## config.mk

```make
export PLATFORM = sky130hd
export DESIGN_NAME = cartridge_bank_mapper
export DESIGN_NICKNAME = d
export VERILOG_FILES = /design/src/cbm_pkg.sv /design/src/cbm_decode.sv /design/src/cbm_result_buf.sv /design/src/cartridge_bank_mapper.sv
export SDC_FILE = /design/constraint.sdc
export NUM_CORES = 1
export LEC_CHECK = 0
export BUFFER_PORTS_ARGS = -buffer_cell sky130_fd_sc_hd__clkbuf_2
export CAP_MARGIN = 0
export CELL_PAD_IN_SITES_DETAIL_PLACEMENT = 1
export CELL_PAD_IN_SITES_GLOBAL_PLACEMENT = 1
export CORE_MARGIN = 2
export CORE_UTILIZATION = 50
export CTS_CLUSTER_DIAMETER = 60
export DETAILED_ROUTE_END_ITERATION = 10
export GPL_TIMING_DRIVEN = 1
export PLACE_DENSITY_LB_ADDON = 0.05
export REMOVE_ABC_BUFFERS = 1
export SYNTH_ARGS = -nofsm -noshare
export SYNTH_HDL_FRONTEND = slang
export SYNTH_HIERARCHICAL = 1
export SYNTH_SLANG_ARGS = --single-unit
```

## constraint.sdc

```tcl
create_clock -name clk -period 4.3 [get_ports clk]
set_input_delay 0.215 -clock clk [delete_from_list [all_inputs] [get_ports clk]]
set_output_delay 0.215 -clock clk [all_outputs]
set_load 0.01 [all_outputs]
```

## src/cbm_pkg.sv

```systemverilog
// Shared types and constants for the cartridge bank mapper.
// Holds the mapper kind and target codes, the bank state and result structs.
// No dependencies.
`default_nettype none

package cbm_pkg;

    typedef enum logic [2:0] {
        KIND_NONE = 3'd0,
        KIND_MBC1 = 3'd1,
        KIND_MBC2 = 3'd2,
        KIND_MBC3 = 3'd3,
        KIND_MBC5 = 3'd4
    } kind_t;

    typedef enum logic [2:0] {
        TGT_NOT_CART  = 3'd0,
        TGT_ROM_READ  = 3'd1,
        TGT_RAM_READ  = 3'd2,
        TGT_RAM_WRITE = 3'd3,
        TGT_OPEN_BUS  = 3'd4,
        TGT_REG_WRITE = 3'd5,
        TGT_IGN_WRITE = 3'd6
    } target_t;

    localparam int unsigned AddrW  = 16;
    localparam int unsigned DataW  = 8;
    localparam int unsigned PhysW  = 23;
    localparam int unsigned RomBkW = 9;
    localparam int unsigned RamBkW = 4;

    localparam logic [3:0]       RamGateNibble = 4'hA;
    localparam logic [DataW-1:0] RamGateByte   = 8'h0A;
    localparam logic [DataW-1:0] OpenBusByte   = 8'hFF;
    localparam logic [2:0]       RamWinTop     = 3'b101;

    typedef struct packed {
        logic              ram_enable;
        logic [RomBkW-1:0] rom_bank;
        logic [RamBkW-1:0] ram_bank;
        logic              banking_mode;
    } bank_state_t;

    typedef struct packed {
        target_t          target;
        logic [PhysW-1:0] physical_address;
        logic [DataW-1:0] data_out;
    } result_t;

endpackage

`default_nettype wire

```

## src/cbm_decode.sv

```systemverilog
// Combinational classification of one bus access and the next bank state.
// Depends on cbm_pkg for the kind and target codes and the state and result structs.
`default_nettype none

module cbm_decode
    import cbm_pkg::*;
(
    input  wire logic [2:0]       mapper_kind,
    input  wire bank_state_t      state,
    input  wire logic             mode,
    input  wire logic [AddrW-1:0] address,
    input  wire logic [DataW-1:0] write_data,
    output bank_state_t           state_next,
    output result_t               result
);

    kind_t             kind;
    logic [RomBkW-1:0] bank;
    logic [RamBkW-1:0] ram_sel;
    logic [3:0]        low_bank4;
    logic [4:0]        low_bank5;

    always_comb
    begin
        case (mapper_kind)
            KIND_MBC1: kind = KIND_MBC1;
            KIND_MBC2: kind = KIND_MBC2;
            KIND_MBC3: kind = KIND_MBC3;
            KIND_MBC5: kind = KIND_MBC5;
            default:   kind = KIND_NONE;
        endcase
    end

    always_comb
    begin
        low_bank5 = (write_data[4:0] == 5'd0) ? 5'd1 : write_data[4:0];
        low_bank4 = (write_data[3:0] == 4'd0) ? 4'd1 : write_data[3:0];

        if (!address[14]) begin
            bank = (kind == KIND_MBC1 && state.banking_mode)
                 ? {2'b00, state.ram_bank[1:0], 5'd0} : '0;
        end else if (kind == KIND_NONE) begin
            bank = RomBkW'(1);
        end else if (kind == KIND_MBC1) begin
            bank = {2'b00, state.ram_bank[1:0], state.rom_bank[4:0]};
        end else begin
            bank = state.rom_bank;
        end

        if (kind == KIND_MBC1) begin
            ram_sel = state.banking_mode ? {2'b00, state.ram_bank[1:0]} : '0;
        end else begin
            ram_sel = state.ram_bank;
        end
    end

    always_comb
    begin
        state_next = state;
        result.target = TGT_NOT_CART;
        result.physical_address = '0;
        result.data_out = '0;

        if (!address[15]) begin
            if (mode) begin
                result.target = TGT_REG_WRITE;
                case (kind)
                    KIND_MBC1:
                    begin
                        case (address[14:13])
                            2'd0: state_next.ram_enable = (write_data[3:0] == RamGateNibble);
                            2'd1: state_next.rom_bank = {4'd0, low_bank5};
                            2'd2: state_next.ram_bank = {2'b00, write_data[1:0]};
                            default: state_next.banking_mode = write_data[0];
                        endcase
                    end
                    KIND_MBC2:
                    begin
                        if (address[14]) begin
                            result.target = TGT_IGN_WRITE;
                        end else if (!address[8]) begin
                            state_next.ram_enable = (write_data[3:0] == RamGateNibble);
                        end else begin
                            state_next.rom_bank = {5'd0, low_bank4};
                        end
                    end
                    KIND_MBC3:
                    begin
                        case (address[14:13])
                            2'd0: state_next.ram_enable = (write_data[3:0] == RamGateNibble);
                            2'd1: state_next.rom_bank = (write_data == '0)
                                ? RomBkW'(1) : {1'b0, write_data};
                            2'd2: state_next.ram_bank = write_data[3:0];
                            default: result.target = TGT_IGN_WRITE;
                        endcase
                    end
                    KIND_MBC5:
                    begin
                        case (address[14:12])
                            3'd0, 3'd1: state_next.ram_enable = (write_data == RamGateByte);
                            3'd2: state_next.rom_bank[7:0] = write_data;
                            3'd3: state_next.rom_bank[8] = write_data[0];
                            3'd4, 3'd5: state_next.ram_bank = write_data[3:0];
                            default: result.target = TGT_IGN_WRITE;
                        endcase
                    end
                    default: result.target = TGT_IGN_WRITE;
                endcase
            end else begin
                result.target = TGT_ROM_READ;
                result.physical_address = {bank, address[13:0]};
            end
        end else if (address[15:13] == RamWinTop) begin
            if (kind == KIND_NONE || !state.ram_enable) begin
                if (mode) begin
                    result.target = TGT_IGN_WRITE;
                end else begin
                    result.target = TGT_OPEN_BUS;
                    result.data_out = OpenBusByte;
                end
            end else begin
                if (kind == KIND_MBC2) begin
                    result.physical_address = {14'd0, address[8:0]};
                end else begin
                    result.physical_address = {6'd0, ram_sel, address[12:0]};
                end
                if (mode) begin
                    result.target = TGT_RAM_WRITE;
                    result.data_out = (kind == KIND_MBC2)
                        ? {4'd0, write_data[3:0]} : write_data;
                end else begin
                    result.target = TGT_RAM_READ;
                end
            end
        end
    end

endmodule

`default_nettype wire

```

## src/cbm_result_buf.sv

```systemverilog
// Two-entry result buffer: an output register with a skid register behind it.
// Depends on cbm_pkg for the result struct.
`default_nettype none

module cbm_result_buf
    import cbm_pkg::*;
(
    input  wire logic    clk,
    input  wire logic    rst_n,
    input  wire logic    push,
    input  wire result_t push_data,
    output logic         full,
    output logic         rsp_valid,
    input  wire logic    rsp_stall,
    output result_t      rsp_data
);

    logic    main_valid_reg;
    logic    skid_valid_reg;
    result_t main_reg;
    result_t skid_reg;
    logic    main_free;

    assign main_free = !main_valid_reg || !rsp_stall;
    assign full      = skid_valid_reg;
    assign rsp_valid = main_valid_reg;
    assign rsp_data  = main_reg;

    always_ff @(posedge clk or negedge rst_n)
    begin
        if (!rst_n) begin
            main_valid_reg <= 1'b0;
            skid_valid_reg <= 1'b0;
        end else if (main_free) begin
            main_valid_reg <= skid_valid_reg || push;
            skid_valid_reg <= 1'b0;
        end else if (push) begin
            skid_valid_reg <= 1'b1;
        end
    end

    always_ff @(posedge clk)
    begin
        if (main_free) begin
            main_reg <= skid_valid_reg ? skid_reg : push_data;
        end else if (push) begin
            skid_reg <= push_data;
        end
    end

endmodule

`default_nettype wire

```

## src/cartridge_bank_mapper.sv

```systemverilog
// Cartridge memory bank controller: classifies each bus access and tracks bank registers.
// One access per cycle is taken while req_stall is low. An accepted access is registered
// in the output register, or in the skid register while a result waits there.
// Reset clears the mapper kind to plain ROM, gates RAM off, sets ROM bank 1 and RAM bank 0.
// Depends on cbm_pkg, cbm_decode and cbm_result_buf.
`default_nettype none

module cartridge_bank_mapper
    import cbm_pkg::*;
(
    input  wire logic             clk,
    input  wire logic             rst_n,
    input  wire logic             cfg_wr_en,
    input  wire logic [2:0]       cfg_wr_data,
    input  wire logic             req_valid,
    output logic                  req_stall,
    input  wire logic             mode,
    input  wire logic [AddrW-1:0] address,
    input  wire logic [DataW-1:0] write_data,
    output logic                  rsp_valid,
    input  wire logic             rsp_stall,
    output logic [2:0]            target,
    output logic [PhysW-1:0]      physical_address,
    output logic [DataW-1:0]      data_out
);

    logic [2:0]  mapper_kind_reg;
    bank_state_t state_reg;
    bank_state_t state_next;
    result_t     result;
    result_t     rsp_data;
    logic        buf_full;
    logic        accept;

    assign req_stall = buf_full;
    assign accept    = req_valid && !buf_full;

    cbm_decode u_decode (
        .mapper_kind (mapper_kind_reg),
        .state       (state_reg),
        .mode        (mode),
        .address     (address),
        .write_data  (write_data),
        .state_next  (state_next),
        .result      (result)
    );

    always_ff @(posedge clk or negedge rst_n)
    begin
        if (!rst_n) begin
            mapper_kind_reg        <= KIND_NONE;
            state_reg.ram_enable   <= 1'b0;
            state_reg.rom_bank     <= RomBkW'(1);
            state_reg.ram_bank     <= '0;
            state_reg.banking_mode <= 1'b0;
        end else begin
            if (cfg_wr_en) begin
                mapper_kind_reg <= cfg_wr_data;
            end
            if (accept) begin
                state_reg <= state_next;
            end
        end
    end

    cbm_result_buf u_result_buf (
        .clk       (clk),
        .rst_n     (rst_n),
        .push      (accept),
        .push_data (result),
        .full      (buf_full),
        .rsp_valid (rsp_valid),
        .rsp_stall (rsp_stall),
        .rsp_data  (rsp_data)
    );

    assign target           = rsp_data.target;
    assign physical_address = rsp_data.physical_address;
    assign data_out         = rsp_data.data_out;

endmodule

`default_nettype wire
```

* Word level (Yosys, flattened, before mapping)
Cells that the tools add are included.
Cells by class: $add $sub $neg 0, $mul 0, div/mod/pow operators 0, $lt $le $gt $ge 0, equal/unequal tests 29, shift operators 0, mux-type cells 45, bitwise gates (word level) 3, reduce and logical (&&, ||, !) cells 28
Operators by type and width (count):
- 34-bit two-way mux | 2
- 8-bit two-way mux | 7
- 9-bit two-way mux | 6
- 23-bit two-way mux | 2
- 10-bit one-hot mux with 4 select lines | 1
- 26-bit two-way mux | 1
- 3-bit one-hot mux with 4 select lines | 2
- 2-bit != test (second input constant) | 11
- 4-bit two-way mux | 5
- 3-bit by 2-bit == test with 1-bit output (second input constant) | 6
- 9-bit AND reduction | 2
- 17-bit two-way mux | 1
- 3-bit == test (second input constant) | 5
- 7-bit AND reduction | 2
- 4-bit one-hot mux with 3 select lines | 1
- 10-bit two-way mux | 1
- 2-bit two-way mux | 5
- 3-bit by 1-bit == test with 1-bit output (second input constant) | 3
- 8-bit by 4-bit == test with 1-bit output (second input constant) | 1
- 8-bit zero test | 1
- 1-bit two-way mux | 7
- 7-bit two-way mux | 1
- 3-bit zero test | 2
- 3-bit two-way mux | 2
- other kinds (19) | 28
Storage, ports and cells: bits in registers 88, bits in latches 0, bits in writable memories 0, memory bits (read-only) 0, bits of input ports 33, logic and storage cells 119, memories kept 0

* Depth between registers and ports, before layout
Gate-level depths: netlist of run 1.
depth in word-level cells 9, mapped depth 6, depth with buffers taken out 5

* Cells and area by module
The synthesis of run 1 kept the hierarchy.
Modules (own cells, without submodules):
- cbm_result_buf | instances 1, cells an instance 112, area an instance 2680.1 um^2, sequential area each 2092.0 um^2
- cbm_decode | instances 1, cells an instance 152, area an instance 1014.7 um^2, sequential area each 0.0 um^2
- cartridge_bank_mapper | instances 1, cells an instance 39, area an instance 733.2 um^2, sequential area each 451.7 um^2

* Least setup slack after synthesis of run 1
No wires, ideal clock.
path type flip-flop to flip-flop, start point register u_result_buf.skid_valid_reg, in the netlist u_result_buf/full, end point register u_result_buf/skid_reg[0] (netlist name) (enable), library setup time 0.394 ns, data arrival time 1.726 ns, required time 3.906 ns, path slack 2.180 ns, cell stages (with the launch flop) 5, path buffers 2, period minus slack after synthesis 2.120 ns, cells stage by stage dfrtp_1 -> nor2b_4 -> buf_6 -> buf_12 -> and3_1
Between the ends: word-level cells in the longest chain between the ends 3
Ends and longest elaborated chain:
- start: declaration | RTL line cbm_result_buf.sv:19 | logic skid_valid_reg;
- start signal: assignment | RTL line cbm_result_buf.sv:33 | skid_valid_reg <= 1'b0;
- start signal: assignment | RTL line cbm_result_buf.sv:36 | skid_valid_reg <= 1'b0;
- start signal: assignment | RTL line cbm_result_buf.sv:38 | skid_valid_reg <= 1'b1;
- 1-bit zero test | RTL line cartridge_bank_mapper.sv:36 | assign accept = req_valid && !buf_full;
- 1-bit logical AND | RTL line cartridge_bank_mapper.sv:36
- via accept | RTL line cartridge_bank_mapper.sv:33 | logic accept;
- 2-bit AND reduction (no source line)
- end signal: assignment | RTL line cbm_result_buf.sv:47 | skid_reg <= push_data;
- end: declaration | RTL line cbm_result_buf.sv:21 | result_t skid_reg;
The timed path passes the listed nets, and every way through them passes these cells. A chain may end at the register's enable or synchronous reset.

==> results.md, run 1 <==
- Crit-path slowest cell: nor2_1
- Main area contributors after synthesis: edfxtp_1 (46%), mux2_4 (13%), dfrtp_1 (11%)
- Number of synthesis warnings: 6
- Path category of the worst min-delay check: input port to register
- Fraction of registers with async set or reset after synthesis: 22.7%
- Signed area change from the synthesized netlist to the final layout: 13.1%
- Post-synth top flop: edfxtp_1
- Final period utilization: 58.8%
- Highest routed layer: met4
- Setup repair after global routing missed its margin: false
- GP Congestion: 0.858
- Cells after synthesis: 303
- Cell Chain, Critical Path: o21ai_0 > nand4_1 > nor2_1 > a32o_1 > mux2_4
- Critical path arrival: 2760 ps
- Highest achievable clock rate: 396 MHz
- Crit path capture type: register
- Wire length of the first global-routing pass: 16600 um
- Sink count of the clock tree: 88
- Clock latency of the later-clocked register in the worst-skew pair: 360 ps
- Status: finished clean
- Share of the synthesized area in the top cell type: 46.1%
- Count of distinct cell types in the synthesized netlist: 54
- Category of the critical setup timing path: register to register
- Number of vias per cell after detailed routing: 5.87
- Routed wire length per instance: 21.0 um
- Number of iterations in the first detailed-routing pass: 4
- Number of DRC violations after detailed routing: 0
- Fin. max-slew vios: 0
- Total grt overflow: 0
- GRT Util Overall: 22.6%
- Startpoint Class: register
- Slew at the pin closest to its max-slew limit: 843 ps
- Worst-case vdd ir drop: 0.190 mV
- Required time of the critical path: 4530 ps
- Total via count in the routed design: 2857
- Relative slew margins: 43.6%
- Number of hold violations in the final report: 0
- Vert. Die Dim: 98.1 um
- Die span in x: 98.1 um
- Max cap viols: 0
- Number of buffers on the longest clock path: 2
- Postcts setup bufs: 0
- Fraction of final layout cells with drive strength greater than 1: 40.6%
- Static Leakage: 0.00209 uW
- Dominant cell type by area after synthesis: edfxtp_1
- CTS H-tree lvls: 3
- Port Buffer Count: 68
- Routed length on met2: 4820 um
- Longest individual stage delay on the worst path: 690 ps
- Core Rows: 34
- Number of antenna violations at the first check in global routing: 0
- Area enclosed by the die boundary: 9620 um2
- Count of endpoints failing setup in the final report: 0
- Number of clock buffers inserted by TritonCTS: 9
- Number of enable-type register cells in the synthesized netlist: 68
- Largest net degree at the start of global routing: 38
- Total negative slack for setup checks: 0 ps
- Total Routed Length: 10200 um
- Maximum fanout along the worst path: 18
- Met3 routed WL: 493 um
- Clk slew on worst S/H paths: 90 ps
- Wire length on met1: 4650 um
- Netlist Area Pre-Place: 4430 um2
- Clock tree from TritonCTS: built
- Overall power of the completed layout: 2090 uW
- Hpwl dp: 7170 um
- Core Region: 8640 um2
- Power per cell area: 417 nW/um2
- Boundary pin count: 69
- Antenna cells: 0
- Mean instance size in the synthesized netlist: 14.6 um2
- Post-layout min period: 2530 ps
- Fin Clk Skew: 10.4 ps
- Initial detailed-routing violation count: 129
- Via count of the first global-routing pass: 2966
- Seq/Total Area, Yosys: 57.4%
- Initial Utilization: 51.3%
- Seq cells post-synth: 88
- Final antenna-violating net count: 0
- Root buffer cell: clkbuf_8
- Net count reported at finish: 407
==> cell usage after synthesis (2+ instances only) <==
cell type,n
a22o_1,3
a21oi_1,3
and3_1,5
nand4_1,4
o221ai_1,3
nor4bb_1,3
o32a_1,2
a31o_1,4
nand3_1,4
mux2_2,21
clkbuf_1,5
inv_1,5
o21a_1,4
o211ai_1,3
nor3_1,2
a21o_1,7
nor4_1,2
buf_12,4
a31oi_1,2
nor3b_1,3
edfxtp_1,68
dfrtp_1,19
nor2b_1,12
mux2_4,37
o21ai_0,11
nand2b_1,5
a211oi_1,2
and2_1,2
or3b_2,2
buf_6,2
a22oi_1,3
a32o_1,3
nand2_1,14
nor2_1,14
==> layer usage <==
layer  vias to the layer above  track usage [%]
li1                       1324                -
met2                        88             35.5
met3                        18             4.80
met1                      1427             30.7
met4                         0             9.29
met5                         -                0
==> worst paths after layout <==
| path | startpoint | end | slack [ps] | cells past startpoint |
|---|---|---|---|---|
| hold reg to reg | state_reg[8] | state_reg[8] | 540 | 1 |
| hold / removal | cfg_wr_data[1] | mapper_kind_reg[1] | 80 | 2 |
| setup reg to reg | mapper_kind_reg[0] | u_result_buf/rsp_data[24] | 1770 | 5 |
| min in group asynchronous | rst_n | mapper_kind_reg[0] | 350 | 2 |
| setup / recovery | mapper_kind_reg[0] | u_result_buf/rsp_data[24] | 1770 | 5 |
| max in group asynchronous | rst_n | u_result_buf/full | 3550 | 2 |
==> area by class of cell <==
type | count | area, um2
tap | 108 | 135
fill | 878 | 3630
sequential | 88 | 2540
clock buffer | 10 | 128
inverter | 5 | 18.8
multi-input combinational | 198 | 1740
timing repair buffer | 72 | 373
clock inverter | 6 | 67.6
==> kinds of logic after synthesis <==
logic type	synth area share [%]
buffers and inverters	3.28
flip-flops	57.4
multiplexers	17.9
AND/OR/NAND/NOR	10.7
AO/OA/AOI/OAI	10.7
==> layout by cell type, fill, tap and decap left out, types with 3 or more instances in the layout <==
cell,n
inv_1,5
o21a_1,4
nand3_1,4
mux2_2,21
nor4bb_1,3
o21ai_0,11
and3_1,5
a31o_1,4
nor3b_1,3
a22oi_1,3
nand2_1,14
nand4_1,4
buf_4,3
o221ai_1,3
dfrtp_1,18
mux2_4,37
nor2_1,14
nand2b_1,5
a22o_1,3
a32o_1,3
clkbuf_2,68
edfxtp_1,68
a21o_1,7
nor2b_1,12
a21oi_1,3
clkbuf_8,9
o211ai_1,3
==> what timing repair did <==
action | in CTS | in global routing
gates resized for setup | 0 | 0
hold endpoints to repair | 19 | 0
hold buffers | 1 | 0
==> report_power, final <==
part	switching (uW)	internal [uW]	leakage, uW
sequential	69.5	1040	0.000942
combinational	194	202	0.00105
clock	311	272	0.0000933
==> stage by stage <==
step	cell area [um2]	worst slack [ps]	cells	hold slack [ps]	utilization, %
floorplan	4300	1280	291	-80.6	-
global placement	4800	1960	470	220	55.6
detailed placement	4800	1850	470	222	55.6
CTS	5010	1830	487	62.2	58.0
global route	5010	1570	487	69.6	58.0
finish	5010	1770	487	78.4	58.0
==> worst max-delay path: cells and delay by family (launching register included) <==
| family | cells | cell delay [ps] |
|---|---|---|
| and+or+nand+nor | 2 | 920 |
| AOI/OAI and AO/OA | 2 | 760 |
| muxes | 1 | 150 |
| DFF | 1 | 560 |
Power figures use the tool's default switching activity.
==> inputs of run 2 (changes only) <==
--- a/config.mk
+++ b/config.mk
@@ -10,7 +10,7 @@
 export CELL_PAD_IN_SITES_DETAIL_PLACEMENT = 1
 export CELL_PAD_IN_SITES_GLOBAL_PLACEMENT = 1
 export CORE_MARGIN = 2
-export CORE_UTILIZATION = 50
+export CORE_UTILIZATION = 42
 export CTS_CLUSTER_DIAMETER = 60
 export DETAILED_ROUTE_END_ITERATION = 10
 export GPL_TIMING_DRIVEN = 1
==> constraint.sdc (replaced) <==
create_clock -name clk -period 2.3 [get_ports clk]
set_input_delay 0.115 -clock clk [delete_from_list [all_inputs] [get_ports clk]]
set_output_delay 0.115 -clock clk [all_outputs]
set_load 0.01 [all_outputs]
==> results.md, run 2 (same netlist as run 1, synthesis figures left out) <==
- Status: finished clean
- CTS H-tree lvls: 3
- Relative slew margins: 62.1%
- Routed wire length per instance: 18.8 um
- Post-layout min period: 2160 ps
- Setup repair after global routing missed its margin: false
- Worst Setup SP: mapper_kind_reg[1]
- Area occupied by multi-input gates: 1740 um2
- Cell Chain, Critical Path: o21ai_0 > and3_1 > nand4b_2 > mux2_2 > mux2_4
- Total net switching power: 1100 uW
- Clock latency of the later-clocked register in the worst-skew pair: 360 ps
- Highest achievable clock rate: 462 MHz
- Final antenna-violating net count: 0
- Highest routed layer: met4
- Power per cell area: 747 nW/um2
- Placed insts: 517
- Root buffer cell: clkbuf_8
- Most used cells in the layout excluding fill and tap cells: clkbuf_2 (68), edfxtp_1 (68), mux2_4 (37)
- Startpoint of the worst-slack reg-to-reg timing path: mapper_kind_reg[1]
- GP Congestion: 0.874
- Number of antenna violations at the first check in global routing: 0
- Max cap viols: 0
- Fin Clk Skew: 7.61 ps
- Final worst hold slack: 44.6 ps
- Worst Setup Slack post-DPL: 189 ps
- Signed area change from the synthesized netlist to the final layout: 18.0%
- Count of endpoints failing setup in the final report: 0
- Required time of the critical path: 2550 ps
- Routed length on met2: 4870 um
- Path category of the worst min-delay check: input port to register
- Initial Utilization: 43.1%
- Critical path arrival: 2410 ps
- Die span in x: 107 um
- Largest net degree at the start of global routing: 35
- Port Buffer Count: 68
- GRT Util Overall: 18.7%
- Final Non-Filler Cells: 538
- Core Region: 10300 um2
- Area enclosed by the die boundary: 11400 um2
- Number of iterations in the first detailed-routing pass: 4
- Static Leakage: 0.00221 uW
- Part of the total power dissipated in the clock network: 27.5%
- Wire length of the first global-routing pass: 16000 um
- Maximum fanout along the worst path: 7
- Startpoint Class: register
- Net switching fraction of the power: 28.3%
- Initial detailed-routing violation count: 118
- Fraction of final layout cells with drive strength greater than 1: 43.5%
- Cell class contributing the biggest share of worst-path delay: multiplexers
- Total grt overflow: 0
- Crit-path slowest cell: o21ai_0
- Number of buffers on the longest clock path: 2
- Resized Gates After CTS: 0
- Longest individual stage delay on the worst path: 490 ps
- Number of hold violations in the final report: 0
- Crit path capture type: register
- Category of the critical setup timing path: register to register
- Power share of the combinational group: 20.2%
- Clock tree from TritonCTS: built
- Wire length on met1: 4700 um
- Sequential Power Share: 52.4%
- Sink count of the clock tree: 88
- Via count of the first global-routing pass: 2872
- Vert. Die Dim: 107 um
- Clk slew on worst S/H paths: 90 ps
- Met3 routed WL: 424 um
- Fin. max-slew vios: 0
- Number of clock buffers inserted by TritonCTS: 9
- Hpwl dp: 7400 um
- Boundary pin count: 69
- Number of DRC violations after detailed routing: 0
- Total internal power: 2800 uW
- Antenna cells: 0
- Count of fill cells added during filler insertion: 1091
- Total via count in the routed design: 2911
- Worst setup slack after layout: 137 ps
- Sequential cell area: 2540 um2
- Number of vias per cell after detailed routing: 5.41
- Core Rows: 37
- Net count reported at finish: 430
- Buf/Inv on CP: 0
- Slew at the pin closest to its max-slew limit: 562 ps
- Postcts setup bufs: 0
- Worst-case vdd ir drop: 0.344 mV
- Total Routed Length: 10100 um
- Origin of the worst min-delay path: cfg_wr_en
- Final period utilization: 94.1%
run 2: changes by cell type in the layout (fill, tap and decap cells not counted), sizes merged:
cell	delta
buf	+19
dlygate4sd3	+4
inv	+4
clkinvlp	-2
bufinv	-1
clkinv	-1
run 2: area by class of cell:
class                           instances  share of cell area, %
Multi-Input combinational cell        198                   33.3
Inverter                                5                  0.359
Tap cell                              136                   3.26
Clock inverter                          6                   1.10
Clock buffer                           10                   2.63
Sequential cell                        88                   48.7
Timing Repair Buffer                   95                   10.6
run 2: repair_timing:
item	in CTS	in global routing
endpoints found under the hold margin	24	0
hold buffers	5	0
endpoints found under the setup margin	0	0
run 2: through the flow:
| step | utilization, % | setup TNS [ps] | area, um2 | total power, uW |
|---|---|---|---|---|
| after floorplan | - | -24460 | 4300 | 2570 |
| after global placement | 48.5 | 0 | 4980 | 2850 |
| after detailed placement | 48.5 | 0 | 4980 | 2870 |
| after CTS | 50.8 | 0 | 5230 | 3960 |
| after global routing | 50.8 | 0 | 5230 | 4100 |
| final | 50.8 | 0 | 5230 | 3910 |
run 2: power by group through the flow:
stage	clock network, uW	registers (uW)	logic [uW]
after CTS	1120	2050	800
after global routing	1180	2070	855
after floorplan	0	2130	443
final	1070	2040	789
after detailed placement	0	2080	792
after global placement	0	2070	775
run 2: final timing paths:
check | endpoint | slack [ps] | cells after the start
max | state_reg[8] | 140 | 5
min | mapper_kind_reg[1] | 40 | 2
max reg2reg | state_reg[8] | 140 | 5
min reg2reg | state_reg[12] | 540 | 1
max in group asynchronous | u_result_buf/full | 1630 | 2
min in group asynchronous | state_reg[14] | 260 | 2
run 2: metal layers:
layer  up-vias  GRT usage [%]
li1       1375              -
met1      1444           25.4
met2        80           30.4
met3        12           3.59
met4         0           5.57
met5         -              0
==> inputs of run 3 (changes only) <==
--- a/config.mk
+++ b/config.mk
@@ -7,10 +7,8 @@
 export LEC_CHECK = 0
 export BUFFER_PORTS_ARGS = -buffer_cell sky130_fd_sc_hd__clkbuf_2
 export CAP_MARGIN = 0
-export CELL_PAD_IN_SITES_DETAIL_PLACEMENT = 1
-export CELL_PAD_IN_SITES_GLOBAL_PLACEMENT = 1
 export CORE_MARGIN = 2
-export CORE_UTILIZATION = 42
+export CORE_UTILIZATION = 25
 export CTS_CLUSTER_DIAMETER = 60
 export DETAILED_ROUTE_END_ITERATION = 10
 export GPL_TIMING_DRIVEN = 1
==> results.md, run 3 (same netlist as run 1, synthesis figures left out) <==
- Sink of the worst hold path: mapper_kind_reg[1]
- Initial detailed-routing violation count: 178
- Boundary pin count: 69
- Worst Setup Slack post-DPL: 97.5 ps
- Antenna cells: 0
- Path category of the worst min-delay check: input port to register
- Worst-case vdd ir drop: 0.382 mV
- CTS H-tree lvls: 3
- Clock latency of the later-clocked register in the worst-skew pair: 350 ps
- Startpoint Class: register
- Overall power of the completed layout: 4330 uW
- Final period utilization: 93.1%
- Highest achievable clock rate: 467 MHz
- Reg2reg setup slack: 160 ps
- Area enclosed by the die boundary: 18800 um2
- Number of buffers on the longest clock path: 2
- Wire length of the first global-routing pass: 17400 um
- Vert. Die Dim: 137 um
- Number of antenna violations at the first check in global routing: 0
- Met3 routed WL: 480 um
- Count of endpoints failing setup in the final report: 0
- Post-route design area: 5460 um2
- Number of clock buffers inserted by TritonCTS: 9
- Hpwl dp: 7890 um
- Fin. max-slew vios: 0
- R2r worst-path depth: 6
- Origin of the worst min-delay path: cfg_wr_data[1]
- Number of DRC violations after detailed routing: 0
- Cell class contributing the biggest share of worst-path delay: simple AND/OR/NAND/NOR gates
- Fraction of final layout cells with drive strength greater than 1: 44.2%
- Category of the critical setup timing path: register to register
- Routed wire length per instance: 18.3 um
- Wire length on met1: 5510 um
- Setup repair after global routing missed its margin: false
- Required time of the critical path: 2390 ps
- Routed length on met2: 5270 um
- Fin Clk Skew: 7.58 ps
- Core Region: 17300 um2
- Cell area after placement: 5130 um2
- Initial Utilization: 25.6%
- Most used cells in the layout excluding fill and tap cells: clkbuf_2 (68), edfxtp_1 (68), mux2_4 (37)
- Worst reg2reg endpoint: u_result_buf/rsp_data[16]
- Buf/Inv on CP: 1
- Core Rows: 48
- Startpoint of the worst-slack reg-to-reg timing path: mapper_kind_reg[2]
- Die span in x: 137 um
- Number of vias per cell after detailed routing: 4.55
- Postcts setup bufs: 0
- Status: finished clean
- Power per cell area: 794 nW/um2
- Total grt overflow: 0
- Sink count of the clock tree: 88
- Cell Chain, Critical Path: or3_4 > and2_4 > a31oi_2 > buf_4 > nor2_1 > mux2_4
- Critical path arrival: 2230 ps
- Net count reported at finish: 431
- Max cap viols: 0
- Clock tree from TritonCTS: built
- Number of hold violations in the final report: 0
- Slew at the pin closest to its max-slew limit: 800 ps
- Total via count in the routed design: 2860
- Number of cells on the worst hold path: 2
- Final worst hold slack: 14.1 ps
- Largest net degree at the start of global routing: 38
- Final antenna-violating net count: 0
- Maximum fanout along the worst path: 12
- Highest routed layer: met4
- Relative slew margins: 46.5%
- Number of iterations in the first detailed-routing pass: 4
- GP Congestion: 0.795
- Crit-path slowest cell: dfrtp_1
- Crit path capture type: register
- Via count of the first global-routing pass: 2946
- Signed area change from the synthesized netlist to the final layout: 23.3%
- Total Routed Length: 11500 um
- Static Leakage: 0.00227 uW
- GRT Util Overall: 12.9%
- Clk slew on worst S/H paths: 60 ps
- Root buffer cell: clkbuf_16
- Port Buffer Count: 68
- Post-layout min period: 2140 ps
- Worst setup slack after layout: 159 ps
- Longest individual stage delay on the worst path: 490 ps
[run 3: worst max path at each step]
stage	to	start	cells after the start
final	u_result_buf/rsp_data[16]	mapper_kind_reg[2]	6
after global routing	u_result_buf/rsp_data[21]	mapper_kind_reg[1]	5
after CTS	state_reg[7]	mapper_kind_reg[1]	6
after detailed placement	state_reg[7]	mapper_kind_reg[1]	6
after global placement	state_reg[7]	mapper_kind_reg[2]	6
after floorplan	u_result_buf/skid_reg[0]	u_result_buf/full	2
[run 3: stage by stage]
stage	std cells	TNS, ps	utilization, %
global placement	609	0	29.7
floorplan	291	-24460	-
CTS	628	0	31.5
detailed placement	609	0	29.7
finish	628	0	31.6
global route	628	0	31.6
[run 3: cell type report]
type,count,area (um2)
Clock inverter,5,57.6
Multi-Input combinational cell,198,1750
Clock buffer,11,233
Inverter,5,18.8
Fill cell,1778,11800
Tap cell,225,282
Sequential cell,88,2540
Timing Repair Buffer,96,571
[run 3: what timing repair did]
item,CTS,global route
gates resized for setup,0,3
hold buffers,3,0
endpoints found under the hold margin,21,0
setup endpoints to repair,0,6
[run 3: per-layer routing]
metal  vias to the layer above  track usage, %
met4                         0            6.47
li1                       1380               -
met2                        72            19.7
met5                         -               0
met3                        11            2.19
met1                      1397            17.6
[run 3: worst reg2reg max path: cells and delay by family, from the launching register on]
family,cells,cell delay (ps)
mux,1,270
flops,1,490
compound gates,1,170
buf+inv,1,210
simple gates,3,750
[run 3: power breakdown]
group	total, uW	switching, uW	leakage [uW]	internal, uW
sequential	2050	114	0.000942	1940
clock	1480	631	0.000144	846
combinational	803	387	0.00118	415
